<file path="config.mk">
export PLATFORM = sky130hd
export DESIGN_NAME = lru_key_value_cache_with_expiry
export DESIGN_NICKNAME = d
export VERILOG_FILES = /design/src/rtl/core/lkc_pkg.sv /design/src/rtl/core/lkc_cell.sv /design/src/rtl/core/lru_key_value_cache_with_expiry.sv
export SDC_FILE = /design/constraint.sdc
export NUM_CORES = 2
export LEC_CHECK = 0
export ABC_CLOCK_PERIOD_IN_PS = 15700
export BUFFER_PORTS_ARGS = -buffer_cell sky130_fd_sc_hd__buf_2
export CELL_PAD_IN_SITES_DETAIL_PLACEMENT = 2
export CELL_PAD_IN_SITES_GLOBAL_PLACEMENT = 2
export CORE_MARGIN = 8
export CORE_UTILIZATION = 35
export DETAILED_ROUTE_END_ITERATION = 7
export GPL_TIMING_DRIVEN = 1
export HOLD_SLACK_MARGIN = 0.08
export MAX_ROUTING_LAYER = met4
export PLACE_DENSITY = 0.73
export SETUP_SLACK_MARGIN = 0.05
export SYNTH_ARGS = -nofsm -noshare
export SYNTH_HDL_FRONTEND = slang
export SYNTH_HIERARCHICAL = 1
export SYNTH_SLANG_ARGS = --single-unit
</file>
<file path="constraint.sdc">
create_clock -name clk -period 15.7 [get_ports clk]
set_input_delay 1.57 -clock clk [delete_from_list [all_inputs] [get_ports clk]]
set_output_delay 1.57 -clock clk [all_outputs]
set_load 0.1 [all_outputs]
</file>
<file path="src/rtl/core/lkc_pkg.sv">
`default_nettype none
package lkc_pkg;

	localparam int ENTRIES_DEF    = 16;
	localparam int KEY_BITS_DEF   = 64;
	localparam int VALUE_BITS_DEF = 64;
	localparam int TIME_BITS      = 48;

	localparam logic [TIME_BITS-1:0] TIME_MAX = {TIME_BITS{1'b1}};

	// item actions
	localparam logic [2:0] ACT_GET    = 3'd0;
	localparam logic [2:0] ACT_PUT    = 3'd1;
	localparam logic [2:0] ACT_REMOVE = 3'd2;
	localparam logic [2:0] ACT_CLEAR  = 3'd3;
	localparam logic [2:0] ACT_TICK   = 3'd4;

	// register indexes
	localparam logic [7:0] REG_CAPACITY    = 8'd0;
	localparam logic [7:0] REG_DEFAULT_TTL = 8'd1;

	// commands broadcast to the row of cells
	localparam logic [2:0] CMD_NONE   = 3'd0;
	localparam logic [2:0] CMD_MATCH  = 3'd1;
	localparam logic [2:0] CMD_TOUCH  = 3'd2;
	localparam logic [2:0] CMD_DROP   = 3'd3;
	localparam logic [2:0] CMD_INSERT = 3'd4;
	localparam logic [2:0] CMD_CLEAR  = 3'd5;

	typedef struct packed {
		logic [2:0] op;
		logic       wr;
		logic       has_life;
	} lkc_cmd_t;

endpackage
`default_nettype wire

</file>
<file path="src/rtl/core/lkc_cell.sv">
`default_nettype none
module lkc_cell import lkc_pkg::*; #(
	parameter int KEY_BITS   = KEY_BITS_DEF,
	parameter int VALUE_BITS = VALUE_BITS_DEF,
	parameter int RW         = 4
) (
	input  wire                   clk,
	input  wire                   arst_n,
	input  lkc_cmd_t              cmd,
	input  wire  [KEY_BITS-1:0]   key,
	input  wire  [VALUE_BITS-1:0] value,
	input  wire  [TIME_BITS-1:0]  deadline,
	input  wire  [TIME_BITS-1:0]  now,
	input  wire  [RW-1:0]         rank_ref,
	input  wire  [RW-1:0]         cap_m1,
	input  wire                   hit_in,
	input  wire  [RW-1:0]         rank_in,
	input  wire  [VALUE_BITS-1:0] val_in,
	input  wire                   exp_in,
	input  wire                   free_in,
	output logic                  hit_out,
	output logic [RW-1:0]         rank_out,
	output logic [VALUE_BITS-1:0] val_out,
	output logic                  exp_out,
	output logic                  free_out
);

	logic                  valid_q, hit_q, exp_q;
	logic [KEY_BITS-1:0]   key_q;
	logic [VALUE_BITS-1:0] val_q;
	logic                  life_q;
	logic [TIME_BITS-1:0]  dl_q;
	logic [RW-1:0]         rank_q;

	logic evict, empty_after, sel;

	assign evict       = valid_q && (rank_q >= cap_m1);
	assign empty_after = (cmd.op == CMD_INSERT) ? !(valid_q && !evict) : !valid_q;
	assign sel         = free_in && empty_after;

	// pass the gathered hit and the free-slot token on to the next cell
	assign hit_out  = hit_in | hit_q;
	assign rank_out = rank_in | (hit_q ? rank_q : '0);
	assign val_out  = val_in | (hit_q ? val_q : '0);
	assign exp_out  = exp_in | (hit_q & exp_q);
	assign free_out = free_in && !empty_after;

	always_ff @(posedge clk or negedge arst_n) begin
		if (!arst_n) begin
			valid_q <= 1'b0;
			hit_q   <= 1'b0;
			exp_q   <= 1'b0;
		end else begin
			case (cmd.op)
				CMD_MATCH: begin
					hit_q <= valid_q && (key_q == key);
					exp_q <= life_q && (now >= dl_q);
				end
				CMD_DROP: begin
					if (hit_q) valid_q <= 1'b0;
				end
				CMD_INSERT: begin
					if (evict) valid_q <= 1'b0;
					if (sel) valid_q <= 1'b1;
				end
				CMD_CLEAR: begin
					valid_q <= 1'b0;
				end
				default: begin
				end
			endcase
		end
	end

	always_ff @(posedge clk) begin
		case (cmd.op)
			CMD_TOUCH: begin
				if (hit_q) begin
					rank_q <= '0;
					if (cmd.wr) begin
						val_q  <= value;
						life_q <= cmd.has_life;
						dl_q   <= deadline;
					end
				end else if (valid_q && rank_q < rank_ref) begin
					rank_q <= rank_q + 1'b1;
				end
			end
			CMD_DROP: begin
				if (!hit_q && valid_q && rank_q > rank_ref) rank_q <= rank_q - 1'b1;
			end
			CMD_INSERT: begin
				if (sel) begin
					key_q  <= key;
					val_q  <= value;
					life_q <= cmd.has_life;
					dl_q   <= deadline;
					rank_q <= '0;
				end else if (valid_q && !evict) begin
					rank_q <= rank_q + 1'b1;
				end
			end
			default: begin
			end
		endcase
	end

endmodule
`default_nettype wire

</file>
<file path="src/rtl/core/lru_key_value_cache_with_expiry.sv">
// Each item runs a key match cycle in every cell, a gather cycle along the chain of cells,
// an update cycle broadcast to the row, then the idle cycle; the next item is taken only
// in the idle cycle and while no result waits in the skid register.
// A stalled result holds in the output register while the next item runs; a second
// result parks in a skid register and stalls the input. Reset (arst_n low, asynchronous):
// entries invalid, time, count, capacity and default ttl zero; no clearing pass is needed.
`default_nettype none
module lru_key_value_cache_with_expiry import lkc_pkg::*; #(
	parameter int ENTRIES    = ENTRIES_DEF,
	parameter int KEY_BITS   = KEY_BITS_DEF,
	parameter int VALUE_BITS = VALUE_BITS_DEF
) (
	input  wire         clk,
	input  wire         arst_n,
	input  wire         in_valid,
	output logic        in_stall,
	input  wire  [2:0]  action,
	input  wire  [63:0] key,
	input  wire  [63:0] value,
	input  wire  [31:0] ttl,
	output logic        out_valid,
	input  wire         out_stall,
	output logic        found,
	output logic [63:0] read_value,
	output logic [4:0]  entry_count,
	output logic [4:0]  evicted_count,
	output logic        expired_dropped,
	input  wire         cfg_valid,
	output logic        cfg_ready,
	input  wire  [7:0]  cfg_index,
	input  wire  [31:0] cfg_data
);

	localparam int CW = $clog2(ENTRIES + 1);
	localparam int RW = $clog2(ENTRIES);

	// sequencer codes
	localparam logic [1:0] S_IDLE   = 2'd0;
	localparam logic [1:0] S_LOOK   = 2'd1;
	localparam logic [1:0] S_GATHER = 2'd2;
	localparam logic [1:0] S_APPLY  = 2'd3;

	logic [1:0] state_q;

	// configuration
	logic [4:0]  capacity_q;
	logic [31:0] dttl_q;

	// item held while it works through the cells
	logic [2:0]            act_q;
	logic [KEY_BITS-1:0]   key_q;
	logic [VALUE_BITS-1:0] val_q;
	logic [31:0]           ttl_q;

	// gathered hit, registered at the end of the gather cycle
	logic                  hit_q, exp_q, life_q;
	logic [RW-1:0]         rank_q;
	logic [VALUE_BITS-1:0] hval_q;
	logic [TIME_BITS-1:0]  dl_q;

	logic [TIME_BITS-1:0] now_q;
	logic [CW-1:0]        held_q;

	// result waiting for the output register
	logic        pend_q;
	logic        p_found, p_exp;
	logic [63:0] p_val;
	logic [4:0]  p_cnt, p_evc;

	lkc_cmd_t cmd;

	logic                  hit_c [ENTRIES+1];
	logic [RW-1:0]         rank_c [ENTRIES+1];
	logic [VALUE_BITS-1:0] val_c [ENTRIES+1];
	logic                  exp_c [ENTRIES+1];
	logic                  free_c [ENTRIES+1];

	assign hit_c[0]  = 1'b0;
	assign rank_c[0] = '0;
	assign val_c[0]  = '0;
	assign exp_c[0]  = 1'b0;
	assign free_c[0] = 1'b1;

	// effective capacity: zero or above the table size means the whole table
	logic [CW-1:0] cap_eff;
	logic [RW-1:0] cap_m1;
	assign cap_eff = (capacity_q == 5'd0 || 32'(capacity_q) > ENTRIES)
		? CW'(ENTRIES) : CW'(capacity_q);
	assign cap_m1  = RW'(cap_eff - 1'b1);

	// resolved lifetime and saturated deadline
	logic [31:0]          t_res;
	logic [TIME_BITS:0]   dl_sum;
	assign t_res  = (ttl_q != 32'd0) ? ttl_q : dttl_q;
	assign dl_sum = {1'b0, now_q} + (TIME_BITS + 1)'(t_res);

	// the row of cells
	for (genvar i = 0; i < ENTRIES; i++) begin : g_cell
		lkc_cell #(
			.KEY_BITS  (KEY_BITS),
			.VALUE_BITS(VALUE_BITS),
			.RW        (RW)
		) u_cell (
			.clk     (clk),
			.arst_n  (arst_n),
			.cmd     (cmd),
			.key     (key_q),
			.value   (val_q),
			.deadline(dl_q),
			.now     (now_q),
			.rank_ref(rank_q),
			.cap_m1  (cap_m1),
			.hit_in  (hit_c[i]),
			.rank_in (rank_c[i]),
			.val_in  (val_c[i]),
			.exp_in  (exp_c[i]),
			.free_in (free_c[i]),
			.hit_out (hit_c[i+1]),
			.rank_out(rank_c[i+1]),
			.val_out (val_c[i+1]),
			.exp_out (exp_c[i+1]),
			.free_out(free_c[i+1])
		);
	end

	// Pick the update for the apply cycle from the action and the gathered hit.
	logic          r_found, r_exp;
	logic [63:0]   r_val;
	logic [CW-1:0] r_held, r_evc;

	always_comb begin
		cmd          = '0;
		cmd.has_life = life_q;
		r_found      = 1'b0;
		r_exp        = 1'b0;
		r_val        = '0;
		r_held       = held_q;
		r_evc        = '0;
		case (state_q)
			S_LOOK: cmd.op = CMD_MATCH;
			S_APPLY: begin
				case (act_q)
					ACT_GET: begin
						if (hit_q && exp_q) begin
							cmd.op = CMD_DROP;
							r_exp  = 1'b1;
							if (held_q != '0) r_held = held_q - 1'b1;
						end else if (hit_q) begin
							cmd.op  = CMD_TOUCH;
							r_found = 1'b1;
							r_val   = 64'(hval_q);
						end
					end
					ACT_PUT: begin
						cmd.wr = 1'b1;
						if (hit_q) begin
							cmd.op = CMD_TOUCH;
						end else begin
							// evict every rank at or past cap-1, then insert
							cmd.op = CMD_INSERT;
							if (held_q >= cap_eff) begin
								r_evc  = held_q - cap_eff + 1'b1;
								r_held = cap_eff;
							end else begin
								r_held = held_q + 1'b1;
							end
						end
					end
					ACT_REMOVE: begin
						if (hit_q) begin
							cmd.op  = CMD_DROP;
							r_found = 1'b1;
							if (held_q != '0) r_held = held_q - 1'b1;
						end
					end
					ACT_CLEAR: begin
						cmd.op = CMD_CLEAR;
						r_held = '0;
					end
					default: begin
					end
				endcase
			end
			default: begin
			end
		endcase
	end

	logic out_free;
	assign out_free  = !out_valid || !out_stall;
	assign in_stall  = (state_q != S_IDLE) || pend_q;
	assign cfg_ready = 1'b1;

	always_ff @(posedge clk or negedge arst_n) begin
		if (!arst_n) begin
			state_q    <= S_IDLE;
			capacity_q <= '0;
			dttl_q     <= '0;
			now_q      <= '0;
			held_q     <= '0;
			pend_q     <= 1'b0;
			out_valid  <= 1'b0;
		end else begin
			if (cfg_valid && cfg_ready) begin
				case (cfg_index)
					REG_CAPACITY:    capacity_q <= cfg_data[4:0];
					REG_DEFAULT_TTL: dttl_q     <= cfg_data;
					default: begin
					end
				endcase
			end
			// a fresh result goes out or parks; otherwise drain the skid result
			if (state_q == S_APPLY) begin
				if (out_free) out_valid <= 1'b1;
				else pend_q <= 1'b1;
			end else if (out_free) begin
				out_valid <= pend_q;
				pend_q    <= 1'b0;
			end
			case (state_q)
				S_IDLE:   if (in_valid && !in_stall) state_q <= S_LOOK;
				S_LOOK:   state_q <= S_GATHER;
				S_GATHER: state_q <= S_APPLY;
				S_APPLY: begin
					state_q <= S_IDLE;
					held_q  <= r_held;
					if (act_q == ACT_TICK && now_q != TIME_MAX) now_q <= now_q + 1'b1;
				end
				default: state_q <= S_IDLE;
			endcase
		end
	end

	always_ff @(posedge clk) begin
		if (state_q == S_IDLE && in_valid && !in_stall) begin
			act_q <= action;
			key_q <= key[KEY_BITS-1:0];
			val_q <= value[VALUE_BITS-1:0];
			ttl_q <= ttl;
		end
		if (state_q == S_GATHER) begin
			hit_q  <= hit_c[ENTRIES];
			rank_q <= rank_c[ENTRIES];
			hval_q <= val_c[ENTRIES];
			exp_q  <= exp_c[ENTRIES];
			life_q <= t_res != 32'd0;
			dl_q   <= dl_sum[TIME_BITS] ? TIME_MAX : dl_sum[TIME_BITS-1:0];
		end
		if (state_q == S_APPLY) begin
			p_found <= r_found;
			p_exp   <= r_exp;
			p_val   <= r_val;
			p_cnt   <= 5'(r_held);
			p_evc   <= 5'(r_evc);
		end
		// load the output register from the fresh result, else from the skid
		if (out_free && state_q == S_APPLY && !pend_q) begin
			found           <= r_found;
			expired_dropped <= r_exp;
			read_value      <= r_val;
			entry_count     <= 5'(r_held);
			evicted_count   <= 5'(r_evc);
		end else if (out_free && pend_q) begin
			found           <= p_found;
			expired_dropped <= p_exp;
			read_value      <= p_val;
			entry_count     <= p_cnt;
			evicted_count   <= p_evc;
		end
	end

endmodule
`default_nettype wire

</file>
== Word-level counts from Yosys, hierarchy flattened ==
Cells that the tools add are included.
Storage, ports and cells
  memories: 0
  word-level logic and storage cells: 1202
  latch bits: 0
  output and inout port bits: 79
  input bits: 208
  bits in registers: 3472
  ROM bits: 0
  RAM bits: 0
Cells by class
  shift-type cells: 0
  divide/modulo/power cells: 0
  $mul: 0
  magnitude comparators: 66
  reductions and logical operators: 316
  multiplexer cells: 405
  add/sub/neg operators: 39
  bitwise operators: 76
  equality and inequality tests: 145
Operators by type and width (count)
  2-to-1 mux 64 bit: 55
  case mux 64 bit (2 select lines): 16
  2-to-1 mux 48 bit: 33
  case mux 48 bit (2 select lines): 16
  equality test 64 bit: 16
  OR 64 bit: 15
  >= comparator 48 bit: 16
  2-to-1 mux 4 bit: 96
  case mux 4 bit (3 select lines): 16
  logical AND 1 bit: 149
  != test 3 x 1 -> 1 bit, second input constant: 47
  != test 2 x 1 -> 1 bit, second input constant: 64
  AND reduction 4 bit: 32
  2-to-1 mux 1 bit: 115
  zero test 1 bit: 83
  2-to-1 mux 5 bit: 15
  subtractor 4 x 1 -> 4 bit, second input constant: 17
  adder 4 x 1 -> 4 bit, second input constant: 16
  >= comparator 4 bit: 16
  greater-than comparator 4 bit: 16
  < comparator 4 bit: 16
  nonzero test 32 bit: 2
  OR 4 bit: 15
  adder 48 x 32 -> 49 bit: 1
  36 further kinds: 164

== Longest topological paths before layout ==
  word-level depth: 28
  gate-level depth with buffers: 28

== By module ==
The synthesis kept the hierarchy.
Modules (own cells, without submodules)
  lkc_cell: cells each 621, area each 8572.0 µm², times used 16
  lru_key_value_cache_with_expiry: cells each 1446, area each 21807.2 µm², times used 1

== Least setup slack after synthesis ==
OpenSTA, ideal clock, no wires.
  path type: flip-flop to flip-flop
  from: register state_q[0]
  to: register g_cell[0].u_cell.dl_q[0], enable pin
  clock period less this slack: 15376 ps
  path slack: 324 ps
  arrival: 14635 ps
  data required time: 14959 ps
  library setup time: 741 ps
  cell stages (with the launch flop): 9
  path through: dfrtp_1 > ha_1 > clkbuf_1 > nand2b_1 > clkbuf_1 > a211oi_1 > nor2b_1 > nand2_1 > o21ai_0
RTL lines
  start, declared: RTL line lru_key_value_cache_with_expiry.sv:43  | logic [1:0] state_q;
  start signal, assigned: RTL line lru_key_value_cache_with_expiry.sv:196  | state_q <= S_IDLE;
  start signal, assigned: RTL line lru_key_value_cache_with_expiry.sv:221  | S_IDLE: if (in_valid && !in_stall) state_q <= S_LOOK;
  start signal, assigned: RTL line lru_key_value_cache_with_expiry.sv:222  | S_LOOK: state_q <= S_GATHER;
  end signal, assigned: RTL line lkc_cell.sv:83  | dl_q <= deadline;
  end signal, assigned: RTL line lkc_cell.sv:97  | dl_q <= deadline;
  end, declared: RTL line lkc_cell.sv:32  | logic [TIME_BITS-1:0] dl_q;

==> impl_metrics.csv <==
group,metric,value,unit
final_layout,final_cell_mix,"3330 x edfxtp_1, 1340 x inv_1, 1276 x a21o_1",
floorplan,fp.dieW,689.9,um
final_layout,drive_gt1_share,10.97,%
clock_network,postCtsSetupRepairBufs,0,
clock_network,clk_pin_slew,60,ps
route,ant_nets,0,
power,vdd_drop_max,115.5,uV
global_route,use_met1,28.56,%
final_layout,fillers,45070,
global_route,grt_overflow,0,
logic_synthesis,syn_inst,11380,
floorplan,initial_core_util,35.13,%
run_status,violations,"capacitance limit, slew limit",
route,vias_per_cell,5.589,
global_route,first_global_vias,114400,
placed_design,hpwl,346.8,mm
route,drcViolationCount,0,
final_layout,final_nets,13340,
worst_setup_path,slowest_stage,"buf_4",
global_route,grt_start_max_net_pins,123,
worst_setup_path,required,16240,ps
route,avgRoutedWirePerCell,30.39,um
min_path,min_path_type,"flip-flop to flip-flop",
timing,final_max_slew_viol_count,2,
clock_network,clk_latency,1030,ps
final_layout,seqCellArea,103600,sq um
floorplan,row_count,247,
clock_network,hold_buffers,0,
run,max_cap_violations,1,
worst_setup_path,cp-end-kind,"flip-flop",
global_route,grt_util_all_layers,23.48,%
floorplan,coreArea,452400,sq um
clock_network,cts_tree,"yes",
worst_setup_path,slowest_delay,660,ps
global_route,grt_use_met2,40.46,%
timing,max_clock_freq,103.9,MHz
placed_design,dp.cells,17740,
placed_design,place_congestion,0.8364,
power,p_per_area,135.4,nW/um^2
final_layout,multi_input_area,50140,sq um
clock_network,cts_htree_levels,5,
floorplan,die_h,689.9,um
logic_synthesis,yosysWarnings,6,
clock_network,cts_buffer_depth,4,
worst_setup_path,start_kind,"flip-flop",
route,dr.pass1.iters,6,
logic_synthesis,syn_area_per_cell,13.97,sq um
floorplan,pin_count,287,
timing,relSlewSlack,-6.313,%
timing,setup-violations-final,0,
timing,tightest_slew,1581,ps
worst_setup_path,worst_path_most_repeated_cell,"o211a_1",
final_layout,area_delta_synth_final,14.37,%
clock_network,cts.sinks,3472,
route,wl,560.7,mm
timing,rsz0062_at_grt,"false",
route,via_count,103100,
worst_setup_path,cp.arrival,10160,ps
clock_network,cts_root_buf,"clkbuf_16",
global_route,grt_pass1_wl,806.4,mm
global_route,antenna_found_initial,32,
timing,clock_skew,129.9,ps
timing,period_needed,9624,ps
global_route,grt_busiest_layer,"met2",
worst_setup_path,critPathKind,"flip-flop to flip-flop",
floorplan,die_area,476000,sq um
clock_network,cts_resized,0,
global_route,use_met3,2.205,%
timing,period_share,61.30,%
timing,hold_viol,0,
placed_design,io_buffers,285,
worst_setup_path,crit_fanout,49,
run_status,status,"complete, but fails checks",
clock_network,cts_buffers,385,
final_layout,final_common_cell,"edfxtp_1",
final_layout,layoutNonFillerInstCount,18450,
power,power.leakage,0.07441,uW
worst_setup_path,critPathBufInv,6,
logic_synthesis,netlist_area,158900,sq um
route,drt_iter0_markers,8075,
worst_setup_path,critPathTopFamily,"compound AO/OA/AOI/OAI gates",
timing,tns,0,ps
-- per-stage QoR --
step	instance area, sq um	setup slack (ps)	hold slack, ps	power (uW)	utilization (%)
6_report	181800	6076	454.0	24610	40.18
5_1_grt	181800	5625	470.3	25290	40.18
4_1_cts	181800	6162	456.1	24800	40.17
3_5_place_dp	169600	6169	499.3	15740	37.48
3_3_place_gp	169600	6474	492.4	15530	37.48
2_1_floorplan	159200	324.3	480.2	13920	-
-- where the power goes --
part / switching, uW / internal, uW
combinational: 2730 / 989
sequential: 791 / 11100
clock: 3920 / 5090
total: 7440 / 17200
-- layout make-up --
type | count | share of cell area, %
Antenna cell | 10 | 0.01377
Multi-Input combinational cell | 6434 | 27.58
Sequential cell | 3472 | 57.00
Inverter | 1356 | 2.801
Tap cell | 5976 | 4.113
Clock inverter | 187 | 1.004
Timing Repair Buffer | 503 | 1.779
Clock buffer | 511 | 5.705
-- worst paths after layout --
| kind | from | endpoint | slack [ps] | depth (start not counted) |
|---|---|---|---|---|
| max in group asynchronous | arst_n | dttl_q[11] | 13530 | 2 |
| min in group asynchronous | arst_n | g_cell[1].u_cell/exp_q | 630 | 1 |
| hold / removal | g_cell[15].u_cell/val_q[56] | hval_q[56] | 450 | 1 |
| setup / recovery | capacity_q[0] | g_cell[15].u_cell/dl_q[3] | 6080 | 30 |
| hold reg to reg | g_cell[15].u_cell/val_q[56] | hval_q[56] | 450 | 1 |
| setup reg to reg | capacity_q[0] | g_cell[15].u_cell/dl_q[3] | 6080 | 30 |
-- registers in the layout, indices dropped and copies added, names as in the netlist, 16 cells and up --
name	flops
val_q	64
g_cell.u_cell/exp_q	16
g_cell.u_cell/key_q	1024
key_q	64
dttl_q	32
g_cell.u_cell/dl_q	768
p_val	64
read_value	64
g_cell.u_cell/valid_q	16
g_cell.u_cell/hit_q	16
ttl_q	32
g_cell.u_cell/val_q	1024
dl_q	48
g_cell.u_cell/life_q	16
hval_q	64
g_cell.u_cell/rank_q	64
now_q	48
-- metal layers --
metal	part of all wire, %	wire length [um]
met2	50	280500
met5	0	0
met4	4.4	24700
met1	41	231200
met3	4.3	24290
(Power assumes the default switching activity.)
